[src/hw/rtl/i2c_eeprom_byte_master_assert.svh]
// assertion macros for the rtl top level
`ifndef I2C_EEPROM_BYTE_MASTER_ASSERT_SVH
`define I2C_EEPROM_BYTE_MASTER_ASSERT_SVH

// same-cycle implication, checked out of reset
`define I2CEE_ASSERT_IMP(lbl, ante, cons) \
    lbl: assert property (@(posedge aclk) disable iff (!aresetn) (ante) |-> (cons)) \
        else $error("i2cee assertion failed");

// next-cycle implication, checked out of reset
`define I2CEE_ASSERT_NXT(lbl, ante, cons) \
    lbl: assert property (@(posedge aclk) disable iff (!aresetn) (ante) |=> (cons)) \
        else $error("i2cee assertion failed");

`endif

[src/hw/rtl/i2cee_pkg.sv]
`default_nettype none

package i2cee_pkg;

    typedef enum logic [3:0] {
        PH_IDLE     = 4'd0,
        PH_START    = 4'd1,
        PH_DEV      = 4'd2,
        PH_AHI      = 4'd3,
        PH_ALO      = 4'd4,
        PH_DATA     = 4'd5,
        PH_RSTART   = 4'd6,
        PH_DEVR     = 4'd7,
        PH_RX       = 4'd8,
        PH_STOP     = 4'd9,
        PH_STOP_ERR = 4'd10,
        PH_WAIT     = 4'd11
    } phase_t;

    localparam logic [1:0] OP_NONE  = 2'd0;
    localparam logic [1:0] OP_WRITE = 2'd1;
    localparam logic [1:0] OP_READ  = 2'd2;

    localparam logic [2:0] CFG_DEV_ADDR   = 3'd0;
    localparam logic [2:0] CFG_WIDE_MODE  = 3'd1;
    localparam logic [2:0] CFG_QUARTER    = 3'd2;
    localparam logic [2:0] CFG_ACK_TMO    = 3'd3;
    localparam logic [2:0] CFG_WRITE_WAIT = 3'd4;

    localparam logic [6:0]  DEV_ADDR_RST   = 7'd80;
    localparam logic [15:0] QUARTER_RST    = 16'd500;
    localparam logic [7:0]  ACK_TMO_RST    = 8'd250;
    localparam logic [31:0] WRITE_WAIT_RST = 32'd250000;

    localparam logic [3:0] BIT_ACK_SETUP = 4'd8;
    localparam logic [3:0] BIT_ACK_POLL  = 4'd9;
    localparam logic [2:0] QI_FULL_BIT   = 3'd4;

    typedef struct packed {
        logic [6:0]  device_address;
        logic        wide_address_mode;
        logic [15:0] quarter_period_ticks;
        logic [7:0]  ack_timeout_ticks;
        logic [31:0] write_wait_ticks;
    } cfg_t;

    typedef struct packed {
        phase_t      phase;
        logic [3:0]  bit_count;
        logic [7:0]  shift_byte;
        logic [15:0] quarter_count;
        logic [2:0]  quarter_index;
        logic [31:0] wait_count;
        logic [7:0]  ack_wait_count;
        logic [15:0] held_address;
        logic [7:0]  held_write_data;
        logic        held_is_write;
        logic [7:0]  last_read_byte;
    } state_t;

    typedef struct packed {
        logic [1:0]  opcode;
        logic [15:0] mem_address;
        logic [7:0]  write_data;
        logic        sda_in;
    } req_t;

    typedef struct packed {
        logic       ack_error;
        logic [7:0] read_data;
        logic       done_res;
        logic       busy_res;
        logic       sda_drive_low;
        logic       scl_level;
    } res_t;

endpackage

`default_nettype wire

[src/hw/rtl/i2cee_cfg.sv]
`default_nettype none

module i2cee_cfg (
    input  wire logic              aclk,
    input  wire logic              aresetn,
    input  wire logic              cfg_wr_en,
    input  wire logic [2:0]        cfg_wr_index,
    input  wire logic [31:0]       cfg_wr_data,
    output i2cee_pkg::cfg_t        cfg
);
    import i2cee_pkg::*;

    cfg_t cfg_reg;

    always_ff @(posedge aclk) begin
        if (!aresetn) begin
            cfg_reg.device_address       <= DEV_ADDR_RST;
            cfg_reg.wide_address_mode    <= 1'b0;
            cfg_reg.quarter_period_ticks <= QUARTER_RST;
            cfg_reg.ack_timeout_ticks    <= ACK_TMO_RST;
            cfg_reg.write_wait_ticks     <= WRITE_WAIT_RST;
        end else if (cfg_wr_en) begin
            case (cfg_wr_index)
                CFG_DEV_ADDR:   cfg_reg.device_address       <= cfg_wr_data[6:0];
                CFG_WIDE_MODE:  cfg_reg.wide_address_mode    <= cfg_wr_data[0];
                CFG_QUARTER:    cfg_reg.quarter_period_ticks <= cfg_wr_data[15:0];
                CFG_ACK_TMO:    cfg_reg.ack_timeout_ticks    <= cfg_wr_data[7:0];
                CFG_WRITE_WAIT: cfg_reg.write_wait_ticks     <= cfg_wr_data;
                default: ;
            endcase
        end
    end

    assign cfg = cfg_reg;

endmodule

`default_nettype wire

[src/hw/rtl/i2cee_step.sv]
`default_nettype none

// one bus tick: next sequencer state and the pin/status result for it
module i2cee_step (
    input  i2cee_pkg::cfg_t   cfg,
    input  i2cee_pkg::state_t cur,
    input  i2cee_pkg::req_t   req,
    output i2cee_pkg::state_t nxt,
    output i2cee_pkg::res_t   res
);
    import i2cee_pkg::*;

    logic [15:0] q;
    logic [15:0] q_m1;
    logic        qc_wrap;
    logic [15:0] qc_tick;
    logic [2:0]  qi_tick;
    logic [32:0] wait_inc;
    logic [6:0]  dev_sum;
    logic [7:0]  dev_byte;
    logic [7:0]  rx_shift;
    logic [3:0]  bc_inc;
    logic        done;
    logic        err;
    logic        qi_mid;

    assign q        = (cfg.quarter_period_ticks == 16'd0) ? 16'd1 : cfg.quarter_period_ticks;
    assign q_m1     = q - 16'd1;
    assign qc_wrap  = (cur.quarter_count == q_m1);
    assign qc_tick  = qc_wrap ? 16'd0 : cur.quarter_count + 16'd1;
    assign qi_tick  = qc_wrap ? cur.quarter_index + 3'd1 : cur.quarter_index;
    assign wait_inc = {1'b0, cur.wait_count} + 33'd1;
    assign bc_inc   = cur.bit_count + 4'd1;

    // narrow mode folds address bits [14:8] of the high byte into the device address
    assign dev_sum  = cfg.wide_address_mode ? cfg.device_address
                    : cfg.device_address + cur.held_address[14:8];
    assign dev_byte = {dev_sum, 1'b0};

    always_comb begin
        nxt      = cur;
        done     = 1'b0;
        err      = 1'b0;
        rx_shift = cur.shift_byte;

        case (cur.phase)
            PH_IDLE: begin
                if (req.opcode == OP_WRITE || req.opcode == OP_READ) begin
                    nxt.held_address    = req.mem_address;
                    nxt.held_write_data = req.write_data;
                    nxt.held_is_write   = (req.opcode == OP_WRITE);
                    nxt.phase           = PH_START;
                    nxt.shift_byte      = 8'd0;
                    nxt.bit_count       = 4'd0;
                    nxt.quarter_count   = 16'd0;
                    nxt.quarter_index   = 3'd0;
                    nxt.wait_count      = 32'd0;
                    nxt.ack_wait_count  = 8'd0;
                end
            end
            PH_START, PH_RSTART: begin
                nxt.quarter_count = qc_tick;
                nxt.quarter_index = qi_tick;
                if (qi_tick == QI_FULL_BIT) begin
                    nxt.phase         = (cur.phase == PH_START) ? PH_DEV : PH_DEVR;
                    nxt.shift_byte    = (cur.phase == PH_START) ? dev_byte
                                                                : (dev_byte | 8'h01);
                    nxt.bit_count     = 4'd0;
                    nxt.quarter_count = 16'd0;
                    nxt.quarter_index = 3'd0;
                    nxt.wait_count    = 32'd0;
                    nxt.ack_wait_count = 8'd0;
                end
            end
            PH_DEV, PH_AHI, PH_ALO, PH_DATA, PH_DEVR: begin
                if (cur.bit_count < BIT_ACK_SETUP) begin
                    nxt.quarter_count = qc_tick;
                    nxt.quarter_index = qi_tick;
                    if (qi_tick == QI_FULL_BIT) begin
                        nxt.quarter_count = 16'd0;
                        nxt.quarter_index = 3'd0;
                        nxt.shift_byte    = {cur.shift_byte[6:0], 1'b0};
                        nxt.bit_count     = bc_inc;
                    end
                end else if (cur.bit_count == BIT_ACK_SETUP) begin
                    nxt.quarter_count = qc_tick;
                    nxt.quarter_index = qi_tick;
                    if (qi_tick != 3'd0) begin
                        nxt.quarter_count = 16'd0;
                        nxt.quarter_index = 3'd0;
                        nxt.bit_count     = BIT_ACK_POLL;
                    end
                end else if (cur.bit_count == BIT_ACK_POLL) begin
                    if (!req.sda_in) begin
                        nxt.quarter_count = 16'd0;
                        nxt.quarter_index = 3'd0;
                        nxt.bit_count     = bc_inc;
                    end else if (cur.ack_wait_count >= cfg.ack_timeout_ticks) begin
                        nxt.phase          = PH_STOP_ERR;
                        nxt.shift_byte     = 8'd0;
                        nxt.bit_count      = 4'd0;
                        nxt.quarter_count  = 16'd0;
                        nxt.quarter_index  = 3'd0;
                        nxt.wait_count     = 32'd0;
                        nxt.ack_wait_count = 8'd0;
                    end else begin
                        nxt.ack_wait_count = cur.ack_wait_count + 8'd1;
                    end
                end else begin
                    nxt.quarter_count = qc_tick;
                    nxt.quarter_index = qi_tick;
                    if (qi_tick != 3'd0) begin
                        // acknowledge done, move on to the next phase of the transaction
                        nxt.bit_count      = 4'd0;
                        nxt.quarter_count  = 16'd0;
                        nxt.quarter_index  = 3'd0;
                        nxt.wait_count     = 32'd0;
                        nxt.ack_wait_count = 8'd0;
                        case (cur.phase)
                            PH_DEV: begin
                                nxt.phase      = cfg.wide_address_mode ? PH_AHI : PH_ALO;
                                nxt.shift_byte = cfg.wide_address_mode
                                               ? cur.held_address[15:8]
                                               : cur.held_address[7:0];
                            end
                            PH_AHI: begin
                                nxt.phase      = PH_ALO;
                                nxt.shift_byte = cur.held_address[7:0];
                            end
                            PH_ALO: begin
                                nxt.phase      = cur.held_is_write ? PH_DATA : PH_RSTART;
                                nxt.shift_byte = cur.held_is_write ? cur.held_write_data
                                                                   : 8'd0;
                            end
                            PH_DATA: begin
                                nxt.phase      = PH_STOP;
                                nxt.shift_byte = 8'd0;
                            end
                            default: begin
                                nxt.phase      = PH_RX;
                                nxt.shift_byte = 8'd0;
                            end
                        endcase
                    end
                end
            end
            PH_RX: begin
                // sample on the last tick of the second quarter
                if (cur.bit_count < BIT_ACK_SETUP && cur.quarter_index == 3'd1 && qc_wrap)
                    rx_shift = {cur.shift_byte[6:0], req.sda_in};
                nxt.shift_byte    = rx_shift;
                nxt.quarter_count = qc_tick;
                nxt.quarter_index = qi_tick;
                if (qi_tick == QI_FULL_BIT) begin
                    nxt.quarter_count = 16'd0;
                    nxt.quarter_index = 3'd0;
                    nxt.bit_count     = bc_inc;
                    if (bc_inc == BIT_ACK_SETUP)
                        nxt.last_read_byte = rx_shift;
                    if (bc_inc > BIT_ACK_SETUP) begin
                        nxt.phase          = PH_STOP;
                        nxt.shift_byte     = 8'd0;
                        nxt.bit_count      = 4'd0;
                        nxt.wait_count     = 32'd0;
                        nxt.ack_wait_count = 8'd0;
                    end
                end
            end
            PH_STOP, PH_STOP_ERR: begin
                nxt.quarter_count = qc_tick;
                nxt.quarter_index = qi_tick;
                if (qi_tick == QI_FULL_BIT) begin
                    nxt.shift_byte     = 8'd0;
                    nxt.bit_count      = 4'd0;
                    nxt.quarter_count  = 16'd0;
                    nxt.quarter_index  = 3'd0;
                    nxt.wait_count     = 32'd0;
                    nxt.ack_wait_count = 8'd0;
                    if (cur.phase == PH_STOP_ERR) begin
                        err       = 1'b1;
                        done      = 1'b1;
                        nxt.phase = PH_IDLE;
                    end else if (cur.held_is_write && cfg.write_wait_ticks != 32'd0) begin
                        nxt.phase = PH_WAIT;
                    end else begin
                        done      = 1'b1;
                        nxt.phase = PH_IDLE;
                    end
                end
            end
            PH_WAIT: begin
                nxt.wait_count = wait_inc[31:0];
                if (wait_inc >= {1'b0, cfg.write_wait_ticks}) begin
                    done               = 1'b1;
                    nxt.phase          = PH_IDLE;
                    nxt.shift_byte     = 8'd0;
                    nxt.bit_count      = 4'd0;
                    nxt.quarter_count  = 16'd0;
                    nxt.quarter_index  = 3'd0;
                    nxt.wait_count     = 32'd0;
                    nxt.ack_wait_count = 8'd0;
                end
            end
            default: begin
                nxt.phase          = PH_IDLE;
                nxt.shift_byte     = 8'd0;
                nxt.bit_count      = 4'd0;
                nxt.quarter_count  = 16'd0;
                nxt.quarter_index  = 3'd0;
                nxt.wait_count     = 32'd0;
                nxt.ack_wait_count = 8'd0;
            end
        endcase
    end

    // pin levels follow the state after this tick
    assign qi_mid = (nxt.quarter_index == 3'd1 || nxt.quarter_index == 3'd2);

    always_comb begin
        res.scl_level     = 1'b1;
        res.sda_drive_low = 1'b0;
        case (nxt.phase)
            PH_START, PH_RSTART: begin
                res.scl_level     = qi_mid;
                res.sda_drive_low = (nxt.quarter_index >= 3'd2);
            end
            PH_DEV, PH_AHI, PH_ALO, PH_DATA, PH_DEVR: begin
                if (nxt.bit_count < BIT_ACK_SETUP) begin
                    res.scl_level     = qi_mid;
                    res.sda_drive_low = !nxt.shift_byte[7];
                end else begin
                    res.scl_level     = (nxt.bit_count == BIT_ACK_POLL);
                end
            end
            PH_RX: res.scl_level = qi_mid;
            PH_STOP, PH_STOP_ERR: begin
                res.scl_level     = (nxt.quarter_index != 3'd0);
                res.sda_drive_low = (nxt.quarter_index <= 3'd1);
            end
            default: ;
        endcase
        res.busy_res  = (nxt.phase != PH_IDLE);
        res.done_res  = done;
        res.read_data = nxt.last_read_byte;
        res.ack_error = err;
    end

endmodule

`default_nettype wire

[src/hw/rtl/i2c_eeprom_byte_master.sv]
// the result is registered at the edge that accepts its tick
// throughput: one tick per cycle; the sequencer state and the output register both
// update on every accepted transaction, input stalls only while a result waits
// bus timing counts accepted ticks, not clock cycles
// reset (aresetn, synchronous, active low): sequencer idle, counters and read byte
// cleared, output empty, configuration back to its default values
`default_nettype none

module i2c_eeprom_byte_master (
    input  wire logic        aclk,
    input  wire logic        aresetn,
    // configuration
    input  wire logic        cfg_wr_en,
    input  wire logic [2:0]  cfg_wr_index,
    input  wire logic [31:0] cfg_wr_data,
    // ticks in
    input  wire logic        s_tvalid,
    output logic             s_tready,
    // [1:0] opcode, [17:2] mem_address, [25:18] write_data, [26] sda_in, rest zero
    input  wire logic [31:0] s_tdata,
    // results out
    output logic             m_tvalid,
    input  wire logic        m_tready,
    // [0] scl_level, [1] sda_drive_low, [2] busy_res, [3] done_res,
    // [11:4] read_data, [12] ack_error, rest zero
    output logic [15:0]      m_tdata
);
    import i2cee_pkg::*;

    cfg_t   cfg;
    state_t state_reg;
    state_t state_next;
    req_t   req;
    res_t   res;
    logic   accept;
    logic   m_tvalid_reg;
    res_t   m_res_reg;

    i2cee_cfg u_cfg (
        .aclk         (aclk),
        .aresetn      (aresetn),
        .cfg_wr_en    (cfg_wr_en),
        .cfg_wr_index (cfg_wr_index),
        .cfg_wr_data  (cfg_wr_data),
        .cfg          (cfg)
    );

    assign req.opcode      = s_tdata[1:0];
    assign req.mem_address = s_tdata[17:2];
    assign req.write_data  = s_tdata[25:18];
    assign req.sda_in      = s_tdata[26];

    i2cee_step u_step (
        .cfg (cfg),
        .cur (state_reg),
        .req (req),
        .nxt (state_next),
        .res (res)
    );

    assign s_tready = !m_tvalid_reg || m_tready;
    assign accept   = s_tvalid && s_tready;

    always_ff @(posedge aclk) begin
        if (!aresetn) begin
            state_reg.phase          <= PH_IDLE;
            state_reg.bit_count      <= 4'd0;
            state_reg.shift_byte     <= 8'd0;
            state_reg.quarter_count  <= 16'd0;
            state_reg.quarter_index  <= 3'd0;
            state_reg.wait_count     <= 32'd0;
            state_reg.ack_wait_count <= 8'd0;
            state_reg.held_address   <= 16'd0;
            state_reg.held_write_data <= 8'd0;
            state_reg.held_is_write  <= 1'b0;
            state_reg.last_read_byte <= 8'd0;
            m_tvalid_reg             <= 1'b0;
            m_res_reg                <= '0;
        end else begin
            if (accept) begin
                state_reg    <= state_next;
                m_tvalid_reg <= 1'b1;
                m_res_reg    <= res;
            end else if (m_tready) begin
                m_tvalid_reg <= 1'b0;
            end
        end
    end

    assign m_tvalid = m_tvalid_reg;
    assign m_tdata  = {3'd0, m_res_reg};

`include "i2c_eeprom_byte_master_assert.svh"

    `I2CEE_ASSERT_IMP(a_done_not_busy, m_tvalid_reg && m_res_reg.done_res, !m_res_reg.busy_res)
    `I2CEE_ASSERT_IMP(a_err_with_done, m_tvalid_reg && m_res_reg.ack_error, m_res_reg.done_res)
    `I2CEE_ASSERT_IMP(a_qi_range, 1'b1, state_reg.quarter_index <= 3'd3)
    `I2CEE_ASSERT_NXT(a_idle_cleared, accept && state_next.phase == PH_IDLE,
                      state_reg.quarter_index == 3'd0 && state_reg.bit_count == 4'd0)

endmodule

`default_nettype wire

[config.mk]
export PLATFORM = sky130hd
export DESIGN_NAME = i2c_eeprom_byte_master
export DESIGN_NICKNAME = d
export VERILOG_FILES = /design/src/hw/rtl/i2cee_pkg.sv /design/src/hw/rtl/i2cee_cfg.sv /design/src/hw/rtl/i2cee_step.sv /design/src/hw/rtl/i2c_eeprom_byte_master.sv
export VERILOG_INCLUDE_DIRS = /design/src /design/src/hw/rtl
export SDC_FILE = /design/constraint.sdc
export NUM_CORES = 1
export LEC_CHECK = 0
export ABC_CLOCK_PERIOD_IN_PS = 5800
export BUFFER_PORTS_ARGS = -buffer_cell sky130_fd_sc_hd__buf_2
export CELL_PAD_IN_SITES_DETAIL_PLACEMENT = 2
export CELL_PAD_IN_SITES_GLOBAL_PLACEMENT = 2
export CORE_UTILIZATION = 37
export CTS_BUF_LIST = sky130_fd_sc_hd__clkbuf_4 sky130_fd_sc_hd__clkbuf_8
export DETAILED_ROUTE_END_ITERATION = 6
export PLACE_DENSITY_LB_ADDON = 0.1
export SETUP_SLACK_MARGIN = 0.3
export SYNTH_ARGS = -nofsm -noshare
export SYNTH_HDL_FRONTEND = slang
export SYNTH_SLANG_ARGS = --single-unit
[constraint.sdc]
create_clock -name aclk -period 5.8 [get_ports aclk]
set_input_delay 0 -clock aclk [delete_from_list [all_inputs] [get_ports aclk]]
set_output_delay 0 -clock aclk [all_outputs]
set_load 0.005 [all_outputs]
==> impl_metrics.py <==
metrics = {
    "die": {
        "num_io_pins": 90,
        "die_h_um": 179,
        "die-area_um2": 31900,
        "row_count": 64,
        "die_x_um": 179,
        "core_um2": 30600,
        "initial_core_util_pct": 37.7,
    },
    "clock_network": {
        "root_buffer": "clkbuf_8",
        "clock_sinks": 178,
        "clockBufferDepth": 2,
        "clk_latency_ns": 0.52,
        "cts_tree": "built",
        "clkTransAtPathRegs_ns": 0.11,
        "htreeDepth": 4,
        "cts_buffers": 17,
    },
    "pwr": {
        "ir_drop_uv": 138,
        "p_leak_nw": 5.26,
        "powerDensity_nw_per_um2": 195,
    },
    "synthesis": {
        "synthTopCellsByArea": "dfxtp_1 31%, nand2_1 8.6%, ha_1 6.2%",
        "ys.flop_type": "dfxtp_1",
        "synth.avg_cell_area_um2": 7.74,
        "yosysWarnings": 0,
        "synthesis.area_um2": 11500,
        "async_flop_share_pct": 0,
        "synth_edf_count": 0,
        "syn_inst": 1489,
        "synth_top_area_share_pct": 30.9,
        "synthDistinctLibCells": 78,
        "yosysTopAreaCell": "dfxtp_1",
        "ys_seq_area_share_pct": 30.9,
        "ys_ff_latch": 178,
    },
    "routing": {
        "wl_per_cell_um": 20.9,
        "firstDrtPassIters": 6,
        "num_vias": 11419,
        "vias_per_cell": 5.69,
        "route.detailed.drc": 0,
        "routed_wl_mm": 41.9,
        "drtAntennaViolNets": 0,
        "drt-initial-drc-count": 546,
    },
    "timing": {
        "setup_viol": 0,
        "slew_headroom_pct": 16.6,
        "final.period_utilization_pct": 90.7,
        "period_needed_ns": 5.26,
        "rsz0062_at_grt": "true",
        "fmax_ghz": 0.190,
        "fin_tns_setup_ns": 0,
        "report.final.slew_viol_count": 0,
        "hold_viol": 0,
        "tightest_slew_ns": 1.25,
        "finClkSkew_ns": 0.0219,
    },
    "global_routing": {
        "grt.overflow.total": 0,
        "antenna_found_initial": 0,
        "grt_pass1_vias": 12403,
        "grt_max_degree": 96,
        "grt.total_usage_pct": 27.1,
        "grt_pass1_wl_mm": 67.6,
    },
    "placed_design": {
        "gp_congestion": 0.886,
        "placed_area_um2": 12300,
        "dp_hpwl_mm": 29.0,
        "portBuffers": 81,
    },
    "layout": {
        "largest_reg_flops": 100,
        "utilization_pct": 43.8,
        "final_area_um2": 13400,
        "final_cell_mix": "264 x nand2_1, 175 x dfxtp_1, 91 x a21boi_0",
        "layout-drive-gt1-share_pct": 11.7,
        "layout_commonest_cell": "nand2_1",
        "n_fill_cell": 3534,
        "final_nets": 1726,
        "area_delta_synth_final_pct": 16.3,
    },
    "worst_hold_path": {
        "hp-class": "in -> reg",
    },
    "outcome": {
        "status": "finished clean",
    },
    "flow_run": {
        "maxCapViolations": 0,
    },
    "setup_path": {
        "cp-end-kind": "flip-flop",
        "crit_type": "reg -> reg",
        "required_ns": 6.19,
        "cp_max_fo": 11,
        "critPathArrivalTime_ns": 5.65,
        "startpoint_type": "flip-flop",
    },
}
[routing by layer]
layer	share of wire (%)	wire (um)	vias up	GRT usage (%)
met5	0	0	-	0
met4	2.4	1020	0	8.51
met3	2.6	1100	71	4.11
met2	50	20900	167	47.4
met1	45	18900	5720	33.7
li1	-	-	5461	-
[metrics by stage]
step / cells / power (mW) / hold slack (ns) / setup slack, ns
final: 2006 / 2.62 / 0.121 / 0.538
after global routing: 2005 / 2.73 / 0.150 / 0.195
after CTS: 2003 / 2.63 / 0.0689 / 0.323
after detailed placement: 1907 / 1.69 / 0.241 / 0.127
after global placement: 1907 / 1.67 / 0.225 / 0.285
after floorplan: 1491 / 1.54 / 0.124 / 0.904
[cell families (layout without fill, tap and decap cells)]
kind of cell / Yosys count / count (layout) / synth area share (%)
buffers and inverters: 168 / 286 / 6.22
AO/OA/AOI/OAI: 359 / 359 / 22.1
multiplexers: 20 / 20 / 1.77
XOR/XNOR: 63 / 63 / 4.91
other: 1 / 4 / 0.0325
flip-flops: 178 / 178 / 30.9
AND/OR/NAND/NOR: 642 / 642 / 27.7
adder cells (fa/ha/maj): 58 / 58 / 6.36
[worst max-delay path, cell delays in order, from the launching register on]
cell and delay, ns:
dfxtp_2 0.39, ha_2 0.22, and4_2 0.31, nand2_1 0.11, nor2_2 0.17, nand3_1 0.14
or4_1 0.49, nor2_2 0.16, nand3_1 0.13, xnor2_2 0.16, ha_1 0.29, a211oi_1 0.07
o21bai_1 0.14, a21o_1 0.13, a21oi_1 0.06, a21boi_1 0.37, or2_4 0.28, o2111ai_1 0.13
or4_4 0.64, or3_1 0.43, a41oi_1 0.23, a31oi_1 0.10
[synthesized netlist by cell type (18+ instances only)]
cell type and number:
nor3_1 42, clkbuf_1 74, a21boi_0 92, nor4_1 19
ha_1 57, o21ai_0 46, dfxtp_1 178, o21a_1 33
nor2_1 75, o211ai_1 18, nor2b_1 32, a21oi_1 53
nand2_1 265, and2_1 27, xor2_1 21, inv_1 71
and3_1 34, xnor2_1 41, nand3_1 57
[what timing repair did]
| item | 4_1_cts | 5_1_grt |
|---|---|---|
| buffers inserted | 0 | 2 |
| gates resized for setup | 8 | 14 |
| endpoints found under the setup margin | 28 | 36 |
| hold buffers | 64 | 0 |
| hold endpoints to repair | 90 | 0 |
| pin swaps | 0 | 2 |
[final cells by class]
type	count	area, um^2	share of cell area, %
inverter	72	283	2.11
clock inverter	14	146	1.09
sequential	178	3570	26.6
clock buffer	18	241	1.80
tap	396	495	3.69
multi-input combinational	1145	7330	54.7
timing repair buffer	182	1350	10.0
antenna	1	2.50	0.0187
[report_power, final]
part           internal, mW  switching [mW]
clock                 0.360           0.549
sequential             1.25          0.0427
combinational         0.163           0.251
[final timing paths]
| path | from | cells past startpoint | slack, ns | to |
|---|---|---|---|---|
| setup / recovery | state_reg[41] | 21 | 0.54 | m_tdata[1] |
| hold / removal | cfg_wr_index[2] | 6 | 0.12 | u_cfg.cfg[56] |
| setup reg to reg | state_reg[41] | 21 | 0.54 | m_tdata[1] |
| hold reg to reg | state_reg[20] | 2 | 0.48 | state_reg[20] |
No activity file was read; power rests on OpenSTA's default activity.
